--- config.mk ---
export PLATFORM = sky130hd
export DESIGN_NAME = pulse_width_scale_weigher
export DESIGN_NICKNAME = d
export VERILOG_FILES = /design/src/pws_pkg.sv /design/src/pws_serdiv.sv /design/src/pws_track.sv /design/src/pulse_width_scale_weigher.sv
export SDC_FILE = /design/constraint.sdc
export NUM_CORES = 1
export LEC_CHECK = 0
export BUFFER_PORTS_ARGS = -buffer_cell sky130_fd_sc_hd__buf_2
export CAP_MARGIN = 20
export CORE_UTILIZATION = 25
export CTS_CLUSTER_SIZE = 14
export DETAILED_ROUTE_END_ITERATION = 7
export SYNTH_ARGS = -nofsm -noshare
export SYNTH_HDL_FRONTEND = slang
export SYNTH_SLANG_ARGS = --single-unit
--- constraint.sdc ---
create_clock -name clock -period 5.2 [get_ports clock]
set_input_delay 1.04 -clock clock [delete_from_list [all_inputs] [get_ports clock]]
set_output_delay 1.04 -clock clock [all_outputs]
set_load 0.02 [all_outputs]
--- src/pws_pkg.sv ---
package pws_pkg;

   localparam int OFF_OVERFLOW_LIMIT  = 4;
   localparam int SAMPLES_PER_AVERAGE = 4;

   localparam int PULSE_W    = 16;
   localparam int SUM_W      = 16;
   localparam int AVG_W      = 13;
   localparam int TALLY_W    = 2;
   localparam int OVF_W      = 3;
   localparam int NET_W      = 14;
   localparam int POUNDS_W   = 14;
   localparam int OUNCES_W   = 11;
   localparam int CPP_W      = 10;
   localparam int CPO_W      = 8;
   localparam int CSR_DATA_W = 10;

   // Shared serial divider: magnitude of the net count over the pound divisor.
   localparam int DIV_DIVIDEND_W = 13;
   localparam int DIV_DIVISOR_W  = 10;

   localparam logic [CPP_W-1:0] CPP_RESET = 10'd174;
   localparam logic [CPO_W-1:0] CPO_RESET = 8'd11;

   typedef enum logic [1:0] {
      MODE_OVERFLOW = 2'd0,
      MODE_EDGE     = 2'd1,
      MODE_READ     = 2'd2,
      MODE_UNUSED   = 2'd3
   } mode_type;

   typedef enum logic {
      CSR_COUNTS_PER_POUND = 1'b0,
      CSR_COUNTS_PER_OUNCE = 1'b1
   } csr_index_type;

   typedef enum logic [3:0] {
      ST_IDLE = 4'b0001,
      ST_LBS  = 4'b0010,
      ST_OZS  = 4'b0100,
      ST_EMIT = 4'b1000
   } state_type;

   // One accepted input transaction as seen by the state tracker.
   typedef struct packed {
      logic                fire;
      mode_type            mode;
      logic [PULSE_W-1:0]  pulse_count;
      logic                pin_high;
      logic                tare_pressed;
   } event_type;

   // What a read would report given the tracker's present state.
   typedef struct packed {
      logic                    scale_off;
      logic signed [NET_W-1:0] net;
   } view_type;

endpackage

--- src/pws_serdiv.sv ---
module pws_serdiv #(
   parameter int DW = pws_pkg::DIV_DIVIDEND_W,
   parameter int VW = pws_pkg::DIV_DIVISOR_W
) (
   input  logic          clock,
   input  logic          reset,
   input  logic          start,
   input  logic [DW-1:0] dividend,
   input  logic [VW-1:0] divisor,
   output logic          done,
   output logic [DW-1:0] quotient,
   output logic [VW-1:0] remainder
);
   import pws_pkg::*;

   localparam int CW = $clog2(DW + 1);

   logic [CW-1:0] cnt_ff, cnt_in;
   logic          done_ff, done_in;
   logic [VW-1:0] rem_ff, rem_in;
   logic [DW-1:0] quo_ff, quo_in;
   logic [VW-1:0] dvs_ff, dvs_in;
   logic [VW:0]   trial;
   logic [VW:0]   diff;
   logic          fits;

   // One quotient bit per cycle, restoring form. For a nonzero divisor the partial
   // remainder always stays below the divisor, so it fits the divisor's width.
   assign trial = {rem_ff, quo_ff[DW-1]};
   assign diff  = trial - {1'b0, dvs_ff};
   assign fits  = trial >= {1'b0, dvs_ff};

   always_comb begin
      cnt_in  = cnt_ff;
      done_in = 1'b0;
      rem_in  = rem_ff;
      quo_in  = quo_ff;
      dvs_in  = dvs_ff;
      if (start) begin
         cnt_in = CW'(DW);
         rem_in = '0;
         quo_in = dividend;
         dvs_in = divisor;
      end else if (cnt_ff != '0) begin
         cnt_in  = cnt_ff - 1'b1;
         done_in = (cnt_ff == CW'(1));
         rem_in  = fits ? diff[VW-1:0] : trial[VW-1:0];
         quo_in  = {quo_ff[DW-2:0], fits};
      end
   end

   always_ff @(posedge clock) begin
      if (reset) begin
         cnt_ff  <= '0;
         done_ff <= 1'b0;
      end else begin
         cnt_ff  <= cnt_in;
         done_ff <= done_in;
      end
      rem_ff <= rem_in;
      quo_ff <= quo_in;
      dvs_ff <= dvs_in;
   end

   assign done      = done_ff;
   assign quotient  = quo_ff;
   assign remainder = rem_ff;

   a_done_after_last_step: assert property (@(posedge clock) disable iff (reset)
      done_ff |-> $past(cnt_ff) == CW'(1))
      else $error("divider finished without completing its last step");

   a_remainder_below_divisor: assert property (@(posedge clock) disable iff (reset)
      done_ff |-> (rem_ff < dvs_ff || dvs_ff == '0))
      else $error("divider remainder not below divisor");

endmodule

--- src/pws_track.sv ---
module pws_track #(
   parameter int OFF_OVERFLOW_LIMIT = pws_pkg::OFF_OVERFLOW_LIMIT
) (
   input  logic                clock,
   input  logic                reset,
   input  pws_pkg::event_type  evt,
   output pws_pkg::view_type   view
);
   import pws_pkg::*;

   logic [TALLY_W-1:0] tally_ff, tally_in;
   logic [SUM_W-1:0]   sum_ff, sum_in;
   logic [AVG_W-1:0]   avg_ff, avg_in;
   logic [OVF_W-1:0]   ovf_ff, ovf_in;
   logic [AVG_W-1:0]   zoff_ff, zoff_in;
   logic [SUM_W-1:0]   sum_next;
   logic [AVG_W-1:0]   tared_offset;
   logic               off;

   assign off          = ovf_ff >= OVF_W'(OFF_OVERFLOW_LIMIT);
   assign tared_offset = (evt.tare_pressed || zoff_ff == '0) ? avg_ff : zoff_ff;
   assign sum_next     = sum_ff + SUM_W'(evt.pulse_count[PULSE_W-1:2]);

   assign view.scale_off = off;
   assign view.net       = $signed({1'b0, avg_ff}) - $signed({1'b0, tared_offset});

   always_comb begin
      tally_in = tally_ff;
      sum_in   = sum_ff;
      avg_in   = avg_ff;
      ovf_in   = ovf_ff;
      zoff_in  = zoff_ff;
      if (evt.fire) begin
         case (evt.mode)
            MODE_OVERFLOW: begin
               if (!off) begin
                  ovf_in = ovf_ff + 1'b1;
               end
            end
            MODE_EDGE: begin
               if (evt.pin_high) begin
                  ovf_in = '0;
                  if (tally_ff == TALLY_W'(SAMPLES_PER_AVERAGE - 1)) begin
                     avg_in   = sum_next[SUM_W-1:3];
                     sum_in   = '0;
                     tally_in = '0;
                  end else begin
                     sum_in   = sum_next;
                     tally_in = tally_ff + 1'b1;
                  end
               end
            end
            MODE_READ: begin
               if (!off) begin
                  zoff_in = tared_offset;
               end
            end
            default: begin
            end
         endcase
      end
   end

   always_ff @(posedge clock) begin
      if (reset) begin
         tally_ff <= '0;
         sum_ff   <= '0;
         avg_ff   <= '0;
         ovf_ff   <= '0;
         zoff_ff  <= '0;
      end else begin
         tally_ff <= tally_in;
         sum_ff   <= sum_in;
         avg_ff   <= avg_in;
         ovf_ff   <= ovf_in;
         zoff_ff  <= zoff_in;
      end
   end

   a_overflow_saturates: assert property (@(posedge clock) disable iff (reset)
      ovf_ff <= OVF_W'(OFF_OVERFLOW_LIMIT))
      else $error("overflow tally passed its limit");

   a_edge_clears_overflow: assert property (@(posedge clock) disable iff (reset)
      evt.fire && evt.mode == MODE_EDGE && evt.pin_high |=> ovf_ff == '0)
      else $error("accumulated capture did not clear the overflow tally");

endmodule

--- src/pulse_width_scale_weigher.sv ---
// Overflow and edge transactions update the tracker's state and give no result.
// A read of an off scale goes to the emit state; any other read first makes two
// passes of one shared bit-serial divider, 13 quotient bits each. The result waits
// in the emit state until the output register is free; no new transaction is taken
// before it is written there. Synchronous active-high reset returns to idle, clears
// the tracker state and the output valid, and reloads the divisors to 174 and 11.
module pulse_width_scale_weigher #(
   parameter int OFF_OVERFLOW_LIMIT = pws_pkg::OFF_OVERFLOW_LIMIT
) (
   input  logic                                 clock,
   input  logic                                 reset,
   input  logic                                 req_valid,
   output logic                                 req_ready,
   input  logic [1:0]                           req_mode,
   input  logic [pws_pkg::PULSE_W-1:0]          req_pulse_count,
   input  logic                                 req_pin_high,
   input  logic                                 req_tare_pressed,
   output logic                                 rsp_valid,
   input  logic                                 rsp_ready,
   output logic                                 rsp_scale_off,
   output logic signed [pws_pkg::NET_W-1:0]     rsp_net_count,
   output logic signed [pws_pkg::POUNDS_W-1:0]  rsp_pounds,
   output logic signed [pws_pkg::OUNCES_W-1:0]  rsp_ounces,
   input  logic                                 csr_valid,
   output logic                                 csr_ready,
   input  logic                                 csr_index,
   input  logic [pws_pkg::CSR_DATA_W-1:0]       csr_wdata
);
   import pws_pkg::*;

   state_type                 state_ff, state_in;
   logic [CPP_W-1:0]          cpp_ff, cpp_in;
   logic [CPO_W-1:0]          cpo_ff, cpo_in;
   logic                      off_ff, off_in;
   logic signed [NET_W-1:0]   net_ff, net_in;
   logic [DIV_DIVIDEND_W-1:0] lbs_mag_ff, lbs_mag_in;
   logic [CPP_W-1:0]          oz_mag_ff, oz_mag_in;
   logic                      rsp_valid_ff, rsp_valid_in;
   logic                      rsp_off_ff, rsp_off_in;
   logic signed [NET_W-1:0]   rsp_net_ff, rsp_net_in;
   logic signed [POUNDS_W-1:0] rsp_lbs_ff, rsp_lbs_in;
   logic signed [OUNCES_W-1:0] rsp_oz_ff, rsp_oz_in;

   event_type                 evt;
   view_type                  view;
   logic                      req_fire;
   logic                      csr_fire;
   logic [NET_W-1:0]          net_abs;
   logic [CPP_W-1:0]          cpp_eff;
   logic [CPO_W-1:0]          cpo_eff;
   logic                      div_start;
   logic [DIV_DIVIDEND_W-1:0] div_dividend;
   logic [DIV_DIVISOR_W-1:0]  div_divisor;
   logic                      div_done;
   logic [DIV_DIVIDEND_W-1:0] div_quotient;
   logic [DIV_DIVISOR_W-1:0]  div_remainder;
   logic                      slot_free;
   logic [POUNDS_W-1:0]       lbs_pos;
   logic [OUNCES_W-1:0]       oz_pos;

   assign req_ready = (state_ff == ST_IDLE);
   assign req_fire  = req_valid && req_ready;
   assign csr_ready = 1'b1;
   assign csr_fire  = csr_valid && csr_ready;

   assign evt.fire         = req_fire;
   assign evt.mode         = mode_type'(req_mode);
   assign evt.pulse_count  = req_pulse_count;
   assign evt.pin_high     = req_pin_high;
   assign evt.tare_pressed = req_tare_pressed;

   pws_track #(
      .OFF_OVERFLOW_LIMIT (OFF_OVERFLOW_LIMIT)
   ) u_track (
      .clock (clock),
      .reset (reset),
      .evt   (evt),
      .view  (view)
   );

   // A divisor of zero behaves as one.
   assign cpp_eff = (cpp_ff == '0) ? CPP_W'(1) : cpp_ff;
   assign cpo_eff = (cpo_ff == '0) ? CPO_W'(1) : cpo_ff;
   assign net_abs = view.net[NET_W-1] ? (NET_W'(0) - view.net) : view.net;

   // First pass divides |net| by the pound divisor; the second divides the
   // pound remainder by the ounce divisor. Signs are restored at the end.
   always_comb begin
      div_start    = 1'b0;
      div_dividend = net_abs[DIV_DIVIDEND_W-1:0];
      div_divisor  = DIV_DIVISOR_W'(cpp_eff);
      if (state_ff == ST_IDLE) begin
         div_start = req_fire && (evt.mode == MODE_READ) && !view.scale_off;
      end else if (state_ff == ST_LBS) begin
         div_start    = div_done;
         div_dividend = DIV_DIVIDEND_W'(div_remainder);
         div_divisor  = DIV_DIVISOR_W'(cpo_eff);
      end
   end

   pws_serdiv #(
      .DW (DIV_DIVIDEND_W),
      .VW (DIV_DIVISOR_W)
   ) u_div (
      .clock     (clock),
      .reset     (reset),
      .start     (div_start),
      .dividend  (div_dividend),
      .divisor   (div_divisor),
      .done      (div_done),
      .quotient  (div_quotient),
      .remainder (div_remainder)
   );

   assign slot_free = !rsp_valid_ff || rsp_ready;
   assign lbs_pos   = {1'b0, lbs_mag_ff};
   assign oz_pos    = {1'b0, oz_mag_ff};

   always_comb begin
      state_in     = state_ff;
      cpp_in       = cpp_ff;
      cpo_in       = cpo_ff;
      off_in       = off_ff;
      net_in       = net_ff;
      lbs_mag_in   = lbs_mag_ff;
      oz_mag_in    = oz_mag_ff;
      rsp_valid_in = rsp_valid_ff && !rsp_ready;
      rsp_off_in   = rsp_off_ff;
      rsp_net_in   = rsp_net_ff;
      rsp_lbs_in   = rsp_lbs_ff;
      rsp_oz_in    = rsp_oz_ff;

      if (csr_fire) begin
         case (csr_index_type'(csr_index))
            CSR_COUNTS_PER_POUND: cpp_in = csr_wdata[CPP_W-1:0];
            CSR_COUNTS_PER_OUNCE: cpo_in = csr_wdata[CPO_W-1:0];
            default: begin
            end
         endcase
      end

      case (state_ff)
         ST_IDLE: begin
            if (req_fire && evt.mode == MODE_READ) begin
               off_in   = view.scale_off;
               net_in   = view.net;
               state_in = view.scale_off ? ST_EMIT : ST_LBS;
            end
         end
         ST_LBS: begin
            if (div_done) begin
               lbs_mag_in = div_quotient;
               state_in   = ST_OZS;
            end
         end
         ST_OZS: begin
            if (div_done) begin
               oz_mag_in = div_quotient[CPP_W-1:0];
               state_in  = ST_EMIT;
            end
         end
         ST_EMIT: begin
            if (slot_free) begin
               rsp_valid_in = 1'b1;
               rsp_off_in   = off_ff;
               if (off_ff) begin
                  rsp_net_in = '0;
                  rsp_lbs_in = '0;
                  rsp_oz_in  = '0;
               end else begin
                  rsp_net_in = net_ff;
                  rsp_lbs_in = net_ff[NET_W-1] ? (POUNDS_W'(0) - lbs_pos) : lbs_pos;
                  rsp_oz_in  = net_ff[NET_W-1] ? (OUNCES_W'(0) - oz_pos) : oz_pos;
               end
               state_in = ST_IDLE;
            end
         end
         default: begin
            state_in = ST_IDLE;
         end
      endcase
   end

   always_ff @(posedge clock) begin
      if (reset) begin
         state_ff     <= ST_IDLE;
         cpp_ff       <= CPP_RESET;
         cpo_ff       <= CPO_RESET;
         rsp_valid_ff <= 1'b0;
      end else begin
         state_ff     <= state_in;
         cpp_ff       <= cpp_in;
         cpo_ff       <= cpo_in;
         rsp_valid_ff <= rsp_valid_in;
      end
      off_ff     <= off_in;
      net_ff     <= net_in;
      lbs_mag_ff <= lbs_mag_in;
      oz_mag_ff  <= oz_mag_in;
      rsp_off_ff <= rsp_off_in;
      rsp_net_ff <= rsp_net_in;
      rsp_lbs_ff <= rsp_lbs_in;
      rsp_oz_ff  <= rsp_oz_in;
   end

   assign rsp_valid     = rsp_valid_ff;
   assign rsp_scale_off = rsp_off_ff;
   assign rsp_net_count = rsp_net_ff;
   assign rsp_pounds    = rsp_lbs_ff;
   assign rsp_ounces    = rsp_oz_ff;

   a_div_done_while_dividing: assert property (@(posedge clock) disable iff (reset)
      div_done |-> (state_ff == ST_LBS || state_ff == ST_OZS))
      else $error("divider finished outside a division pass");

   a_emit_waits_for_slot: assert property (@(posedge clock) disable iff (reset)
      state_ff == ST_EMIT && rsp_valid_ff && !rsp_ready |=> state_ff == ST_EMIT)
      else $error("result dropped while the output register was occupied");

   a_off_result_is_zero: assert property (@(posedge clock) disable iff (reset)
      rsp_valid_ff && rsp_off_ff |->
         (rsp_net_ff == '0 && rsp_lbs_ff == '0 && rsp_oz_ff == '0))
      else $error("scale-off result carries a nonzero weight");

endmodule
==> results of run 1 <==
==> layout make-up <==
cell class	instances	area, sq um
Clock inverter	10	100
Fill cell	4061	27400
Tap cell	518	648
Multi-Input combinational cell	753	4790
Sequential cell	186	4730
Inverter	48	180
Clock buffer	22	518
Timing Repair Buffer	86	470
==> registers in the layout (all words and copies together), names as in the netlist, 2 cells and up <==
| signal | flops |
|---|---|
| state_ff | 4 |
| oz_mag_ff | 10 |
| net_ff | 14 |
| u_track.ovf_ff | 3 |
| rsp_pounds | 14 |
| u_track.zoff_ff | 13 |
| rsp_net_count | 14 |
| cpo_ff | 8 |
| u_track.sum_ff | 16 |
| u_track.tally_ff | 2 |
| u_div.remainder | 10 |
| u_div.cnt_ff | 4 |
| lbs_mag_ff | 13 |
| u_track.avg_ff | 13 |
| u_div.quotient | 13 |
| cpp_ff | 10 |
| u_div.dvs_ff | 10 |
| rsp_ounces | 11 |
==> synth_stat cells, types with 6 or more instances <==
| library cell | instances | area, sq um |
|---|---|---|
| a211oi_1 | 19 | 143 |
| a21o_1 | 9 | 67.6 |
| a21oi_1 | 79 | 395 |
| a22oi_1 | 9 | 67.6 |
| a31oi_1 | 9 | 56.3 |
| and2_1 | 9 | 56.3 |
| and3_1 | 6 | 37.5 |
| clkbuf_1 | 36 | 135 |
| dfxtp_1 | 85 | 1700 |
| edfxtp_1 | 101 | 3030 |
| ha_1 | 39 | 488 |
| inv_1 | 47 | 176 |
| mux2i_1 | 10 | 100 |
| nand2_1 | 145 | 544 |
| nand2b_1 | 13 | 81.3 |
| nand3_1 | 20 | 100 |
| nand3b_1 | 10 | 75.1 |
| nand4_1 | 7 | 43.8 |
| nor2_1 | 98 | 368 |
| nor2b_1 | 28 | 175 |
| nor3_1 | 20 | 100 |
| o211ai_1 | 8 | 60.1 |
| o21ai_0 | 36 | 180 |
| o21ai_1 | 8 | 40.0 |
| o31ai_1 | 11 | 82.6 |
| or2_2 | 6 | 37.5 |
| or3_1 | 12 | 75.1 |
| xnor2_1 | 32 | 280 |
| xor2_1 | 29 | 254 |
==> layer usage <==
metal  global-route usage [%]  vias up  share of wire [%]
met5                        0        -              0.051
met4                     2.86        2                1.1
met3                     2.68       17                3.6
met2                     16.7      127                 43
met1                     14.9     3416                 52
li1                         -     3795                  -
==> power groups by stage <==
stage	registers [mW]	logic, mW	clock network (mW)
6_report	1.88	0.786	1.33
5_1_grt	1.90	0.905	1.43
4_1_cts	1.88	0.790	1.36
3_5_place_dp	1.91	0.788	0
3_3_place_gp	1.91	0.772	0
2_1_floorplan	1.84	0.648	0
==> critical path: cells and delay by family (launching register included) <==
kind | cells | cell delay [ns]
DFF | 1 | 0.40
adders and majority gates | 2 | 0.74
AOI/OAI and AO/OA | 8 | 1.47
xor gates and xnor gates | 1 | 0.26
and+or+nand+nor | 4 | 1.07
buffers and inverters | 1 | 0.12
==> cell families after synthesis <==
family / Yosys count / synth area share (%)
AOI/OAI and AO/OA: 237 / 16.2
xor gates and xnor gates: 61 / 5.42
adders and majority gates: 42 / 5.56
buffers and inverters: 92 / 3.63
DFF: 186 / 48.0
muxes: 12 / 1.24
other: 1 / 0.0380
and+or+nand+nor: 400 / 19.9
==> stage by stage <==
stage,util [%],area (sq um),worst slack [ns],instances,power [mW]
after floorplan,-,9860,0.727,1031,2.49
after global placement,27.8,10800,0.551,1590,2.68
after detailed placement,27.8,10800,0.523,1590,2.70
after CTS,29.4,11400,0.957,1622,4.03
after global routing,29.5,11400,0.591,1623,4.23
final,29.5,11400,0.883,1623,4.00
==> how the worst max path moves through the flow <==
stage | start | to | slack [ns] | depth (start not counted)
2_1_floorplan | req_tare_pressed | u_div.quotient[10] | 0.73 | 15
3_3_place_gp | req_tare_pressed | u_div.quotient[10] | 0.55 | 15
3_5_place_dp | req_tare_pressed | u_div.quotient[9] | 0.52 | 16
4_1_cts | u_track.zoff_ff[5] | u_div.quotient[9] | 0.96 | 16
5_1_grt | u_track.zoff_ff[5] | u_div.quotient[10] | 0.59 | 15
6_report | u_track.zoff_ff[5] | u_div.quotient[9] | 0.88 | 16
==> impl_summary.log, run 1 <==
INFO  metric status = finished, final reports clean
INFO  metric routed_wirelength = 21600 microns
INFO  metric fp-row-count = 72
INFO  metric post_synthesis_instance_total = 1031
INFO  metric cts.repair.resized = 0
INFO  metric detail_route.drc_violations = 0
INFO  metric grt_first_pass_wirelength = 35200 microns
INFO  metric yosys_warnings = 0
INFO  metric route.vias.total = 7357
INFO  metric finalSetupViolCount = 0
INFO  metric critical_path.startpoint_type = flip-flop
INFO  metric clk_transition_reported_paths = 0.07 ns
INFO  metric min_path_type = flip-flop to flip-flop
INFO  metric synth.lib_cells_used.distinct = 87
INFO  metric power.density = 349 nW/um^2
INFO  metric worst-slew-pin-transition = 0.765 ns
INFO  metric vias_per_cell = 4.53
INFO  metric number_of_drc_markers_in_iteration_0 = 376
INFO  metric wire_per_inst = 13.3 microns
INFO  metric overflow = 0
INFO  metric dieHeight = 201 microns
INFO  metric final_cell_mix = 145 x nand2_1, 101 x edfxtp_1, 97 x nor2_1, 85 x dfxtp_1, 79 x a21oi_1
INFO  metric grt_setup_unrepaired = no
INFO  metric power_frac_clock = 33.3%
INFO  metric cts_inserted_buffers = 17
INFO  metric hpwl_after_dpl = 16200 microns
INFO  metric worst_clock_skew = 0.0128 ns
INFO  metric ys_ff_latch = 186
INFO  metric die_area = 40300 sq um
INFO  metric holdPathEnd = u_track.avg_ff[0]
INFO  metric power.switching = 1.16 mW
INFO  metric final-hold-violation-count = 0
INFO  metric worstReg2RegEnd = u_div.quotient[9]
INFO  metric power.share.switching = 29.0%
INFO  metric gp_congestion = 0.850
INFO  metric grt_pass1_vias = 6846
INFO  metric core_footprint = 38800 sq um
INFO  metric crit_required = 5.38 ns
INFO  metric worst_setup_path_end_kind = flip-flop
INFO  metric fp.dieW = 201 microns
INFO  metric insertedDiodeCount = 0
INFO  metric cts_tree = built
INFO  metric num-nets-final = 1170
INFO  metric tritoncts_num_sinks = 186
INFO  metric synth-edff-count = 101
INFO  metric final.period_utilization = 83.0%
INFO  metric crit-reg2reg-launch = u_track.zoff_ff[5]
INFO  metric max_clock_freq = 0.232 GHz
INFO  metric crit_chain = nor4_4, a41oi_4, nand2_1, o21ai_0, ha_1, fa_1, a21boi_0, o21ai_0, and2_1, o211ai_1, o311a_1, inv_1, nor2_1, a31oi_1, xnor2_1, a31oi_1
INFO  metric grt_antenna_before_repair = 1
INFO  metric io_pins = 79
INFO  metric cellInternalPower = 2.84 mW
INFO  metric layout_commonest_cell = nand2_1
INFO  metric place.port_buffers = 75
INFO  metric insertion_delay = 0.43 ns
INFO  metric timing.hold.ws = 0.464 ns
INFO  metric reg2regPathDepth = 16
INFO  metric synth_area_per_inst = 9.57 sq um
INFO  metric mappedNetlistNets = 1109
INFO  metric cp_arrival = 4.49 ns
INFO  metric share_of_synthesized_flip_flops_with_an_asynchronous_set_or_reset = 0%
INFO  metric remaining_antenna_violation_count = 0
INFO  metric critical_path.slowest_cell = fa_1
INFO  metric ctsHtreeMaxLevel = 4
INFO  metric tns = 0 ns
INFO  metric part_of_the_yosys_area_used_for_sequential_elements = 48.0%
INFO  metric timing.slew.headroom = 49.0%
INFO  metric regToRegSetupSlack = 0.88 ns
INFO  metric clock_tree_root_buffer_cell = clkbuf_16
INFO  metric cap_viol_max_count = 0
INFO  metric worstPathMaxFanout = 10
INFO  metric first_pass_iters = 5
INFO  metric postCtsHoldBufs = 0
INFO  metric min_from = u_track.avg_ff[0]
INFO  metric ir_drop = 0.205 mV
INFO  metric drive_above_1_share = 13.7%
INFO  metric initial_utilization = 25.4%
INFO  metric fin_crit = 4.32 ns
INFO  metric seq_power_share = 47.0%
INFO  metric holdPathStages = 2
INFO  metric worst-setup-path-type = flip-flop to flip-flop
INFO  metric cellLeakagePower = 4.38 nW
INFO  metric grt_start_max_net_pins = 76
INFO  metric cts_setup_buffers = 0
INFO  metric critPathMaxStageDelay = 0.49 ns
INFO  metric area_growth_syn_to_layout = 16.0%
INFO  metric pwr-share-comb = 19.7%
INFO  metric cts.path.max_buffers = 2
INFO  metric slew_violations = 0
INFO  metric syn_area = 9860 sq um
INFO  metric grt_util_all_layers = 10.8%
INFO  metric ys_dominant_reg_cell = edfxtp_1
Power figures use the tool's default switching activity.
==> run 2: changes to the inputs <==
clock period = 3.95 ns   (was 5.2 ns; I/O delays follow)
==> run 2 against run 1 <==
  * Flip-flop and latch count is the same
  * Largest cell class unchanged
  * Global-route usage grew 0.17 points
  * Die area is the same
  * Worst setup slack lost 0.66 ns
==> impl_summary.log, run 2 (synthesis results as in run 1) <==
INFO  metric fp.dieW = 201 microns
INFO  metric detail_route.drc_violations = 0
INFO  metric fp-row-count = 72
INFO  metric drive_above_1_share = 15.6%
INFO  metric insertion_delay = 0.44 ns
INFO  metric initial_utilization = 25.4%
INFO  metric critPathMaxStageDelay = 0.41 ns
INFO  metric cts_inserted_buffers = 17
INFO  metric worst_setup_path_end_kind = flip-flop
INFO  metric cp_num_buf_inv = 2
INFO  metric power.density = 456 nW/um^2
INFO  metric worst_clock_skew = 0.0137 ns
INFO  metric place.port_buffers = 75
INFO  metric crit_top_cell = buf_4
INFO  metric grt_antenna_before_repair = 2
INFO  metric wire_per_inst = 13.3 microns
INFO  metric worst-setup-path-type = flip-flop to flip-flop
INFO  metric grt_pass1_vias = 6969
INFO  metric crit_chain = nor4_4, a41oi_4, nor2_1, a21oi_1, buf_4, ha_1, nor2b_1, o22a_1, o21ai_0, a21oi_2, nor4b_4, o31ai_2, buf_4, o21a_1, nor3_1, o21ai_1
INFO  metric number_of_drc_markers_in_iteration_0 = 426
INFO  metric num-nets-final = 1192
INFO  metric cts_tree = built
INFO  metric final-hold-violation-count = 0
INFO  metric fin_crit = 3.73 ns
INFO  metric placement.setup.worst_slack = 0.00991 ns
INFO  metric dieHeight = 201 microns
INFO  metric clock_tree_root_buffer_cell = clkbuf_16
INFO  metric timing.critical_path.from = u_track.zoff_ff[11]
INFO  metric final_cell_mix = 145 x nand2_1, 101 x edfxtp_1, 96 x nor2_1, 85 x dfxtp_1, 79 x a21oi_1
INFO  metric crit_required = 4.13 ns
INFO  metric route.vias.total = 7468
INFO  metric grt_util_all_layers = 11.0%
INFO  metric clk_transition_reported_paths = 0.06 ns
INFO  metric stdcell_area = 11600 sq um
INFO  metric io_pins = 79
INFO  metric gp_congestion = 0.828
INFO  metric cap_viol_max_count = 0
INFO  metric insertedDiodeCount = 0
INFO  metric grt_setup_unrepaired = yes
INFO  metric vias_per_cell = 4.54
INFO  metric cp_arrival = 3.90 ns
INFO  metric cts.path.max_buffers = 2
INFO  metric number_of_fill_cells = 4048
INFO  metric worst-slew-pin-transition = 0.745 ns
INFO  metric tritoncts_num_sinks = 186
INFO  metric routed_wirelength = 21900 microns
INFO  metric remaining_antenna_violation_count = 0
INFO  metric core_footprint = 38800 sq um
INFO  metric final.period_utilization = 94.3%
INFO  metric worstReg2RegEnd = u_div.quotient[5]
INFO  metric timing.slew.headroom = 50.1%
INFO  metric crit-reg2reg-launch = u_track.zoff_ff[11]
INFO  metric register_containing_the_most_flip_flops_in_the_final_layout = u_track.sum_ff
INFO  metric ir_drop = 0.263 mV
INFO  metric layout_commonest_cell = nand2_1
INFO  metric min_path_type = flip-flop to flip-flop
INFO  metric grt_first_pass_wirelength = 35500 microns
INFO  metric slew_violations = 0
INFO  metric worst_path_dominant_cell_family = compound AO/OA/AOI/OAI gates
INFO  metric largest_register_ffs = 16
INFO  metric status = finished, final reports clean
INFO  metric dpl-instance-area = 11000 sq um
INFO  metric die_area = 40300 sq um
INFO  metric regToRegSetupSlack = 0.22 ns
INFO  metric grt_start_max_net_pins = 41
INFO  metric timing.critical_path.to = u_div.quotient[5]
INFO  metric utilization = 30.0%
INFO  metric worst-path-stages = 16
INFO  metric finalSetupViolCount = 0
INFO  metric postLayoutSetupSlackWorst = 0.225 ns
INFO  metric critical_path.startpoint_type = flip-flop
INFO  metric first_pass_iters = 5
INFO  metric total_power = 5.31 mW
INFO  metric ctsHtreeMaxLevel = 4
INFO  metric cellLeakagePower = 4.50 nW
INFO  metric critical_path.slowest_cell = nor4_4
INFO  metric reg2regPathDepth = 16
INFO  metric worstPathMaxFanout = 15
INFO  metric area_growth_syn_to_layout = 18.0%
INFO  metric hpwl_after_dpl = 16600 microns
INFO  metric overflow = 0
INFO  metric max_clock_freq = 0.268 GHz
run 2: cell types whose count changed in the layout (fill, tap and decap cells not counted), moves of 2 or more:
cell / delta
o21ai_0: -2
buf_4: +22
clkinvlp_4: -2
o21ai_1: +2
clkbuf_1: +2
run 2: power by group:
group          total (mW)  internal [mW]  switching, mW
logic                1.06          0.446          0.616
registers            2.47           2.29          0.180
clock network        1.77           1.05          0.729
total                5.31           3.78           1.53
run 2: tightest hold or removal path: cells and delay by family (launching register included):
| kind | cells | cell delay (ns) |
|---|---|---|
| compound gates | 1 | 0.05 |
| flops | 1 | 0.31 |
| simple gates | 1 | 0.05 |
run 2: per-layer routing:
layer,up-vias,global-route usage [%],wire length (microns)
met4,4,3.27,314
met1,3446,15.5,11400
met2,146,16.4,9390
met3,25,2.68,793
met5,-,0,31
li1,3847,-,-
run 2: worst min path at each step:
| stage | cells past startpoint | start | end | slack [ns] |
|---|---|---|---|---|
| 6_report | 2 | u_track.avg_ff[0] | u_track.avg_ff[0] | 0.46 |
| 2_1_floorplan | 0 | off_ff | rsp_scale_off | 0.42 |
| 3_3_place_gp | 0 | u_div.quotient[10] | lbs_mag_ff[10] | 0.44 |
| 4_1_cts | 2 | u_track.tally_ff[1] | u_track.tally_ff[1] | 0.47 |
| 5_1_grt | 0 | u_div.quotient[10] | lbs_mag_ff[10] | 0.49 |
| 3_5_place_dp | 0 | u_div.quotient[10] | lbs_mag_ff[10] | 0.45 |
run 2: what timing repair did:
item / CTS / global route
resized for setup: 0 / 7
setup buffers: 0 / 0
hold buffers: 0 / 0
endpoints found under the hold margin: 0 / 0
setup endpoints to repair: 0 / 8
run 2: area by class of cell:
type / instances / area (sq um) / share of cell area [%]
clock buffers: 24 / 514 / 4.42
multi-input cells: 753 / 4820 / 41.4
well taps: 518 / 648 / 5.57
clock inverters: 8 / 104 / 0.892
repair buffers: 108 / 636 / 5.46
flip-flops and latches: 186 / 4730 / 40.7
inverters: 48 / 180 / 1.55
run 2: stage by stage:
step | hold WS [ns] | std cells | setup TNS, ns
floorplan | 0.424 | 1031 | 0
global placement | 0.445 | 1612 | 0
detailed placement | 0.454 | 1612 | 0
CTS | 0.466 | 1644 | 0
global route | 0.491 | 1645 | -0.0607
finish | 0.463 | 1645 | 0
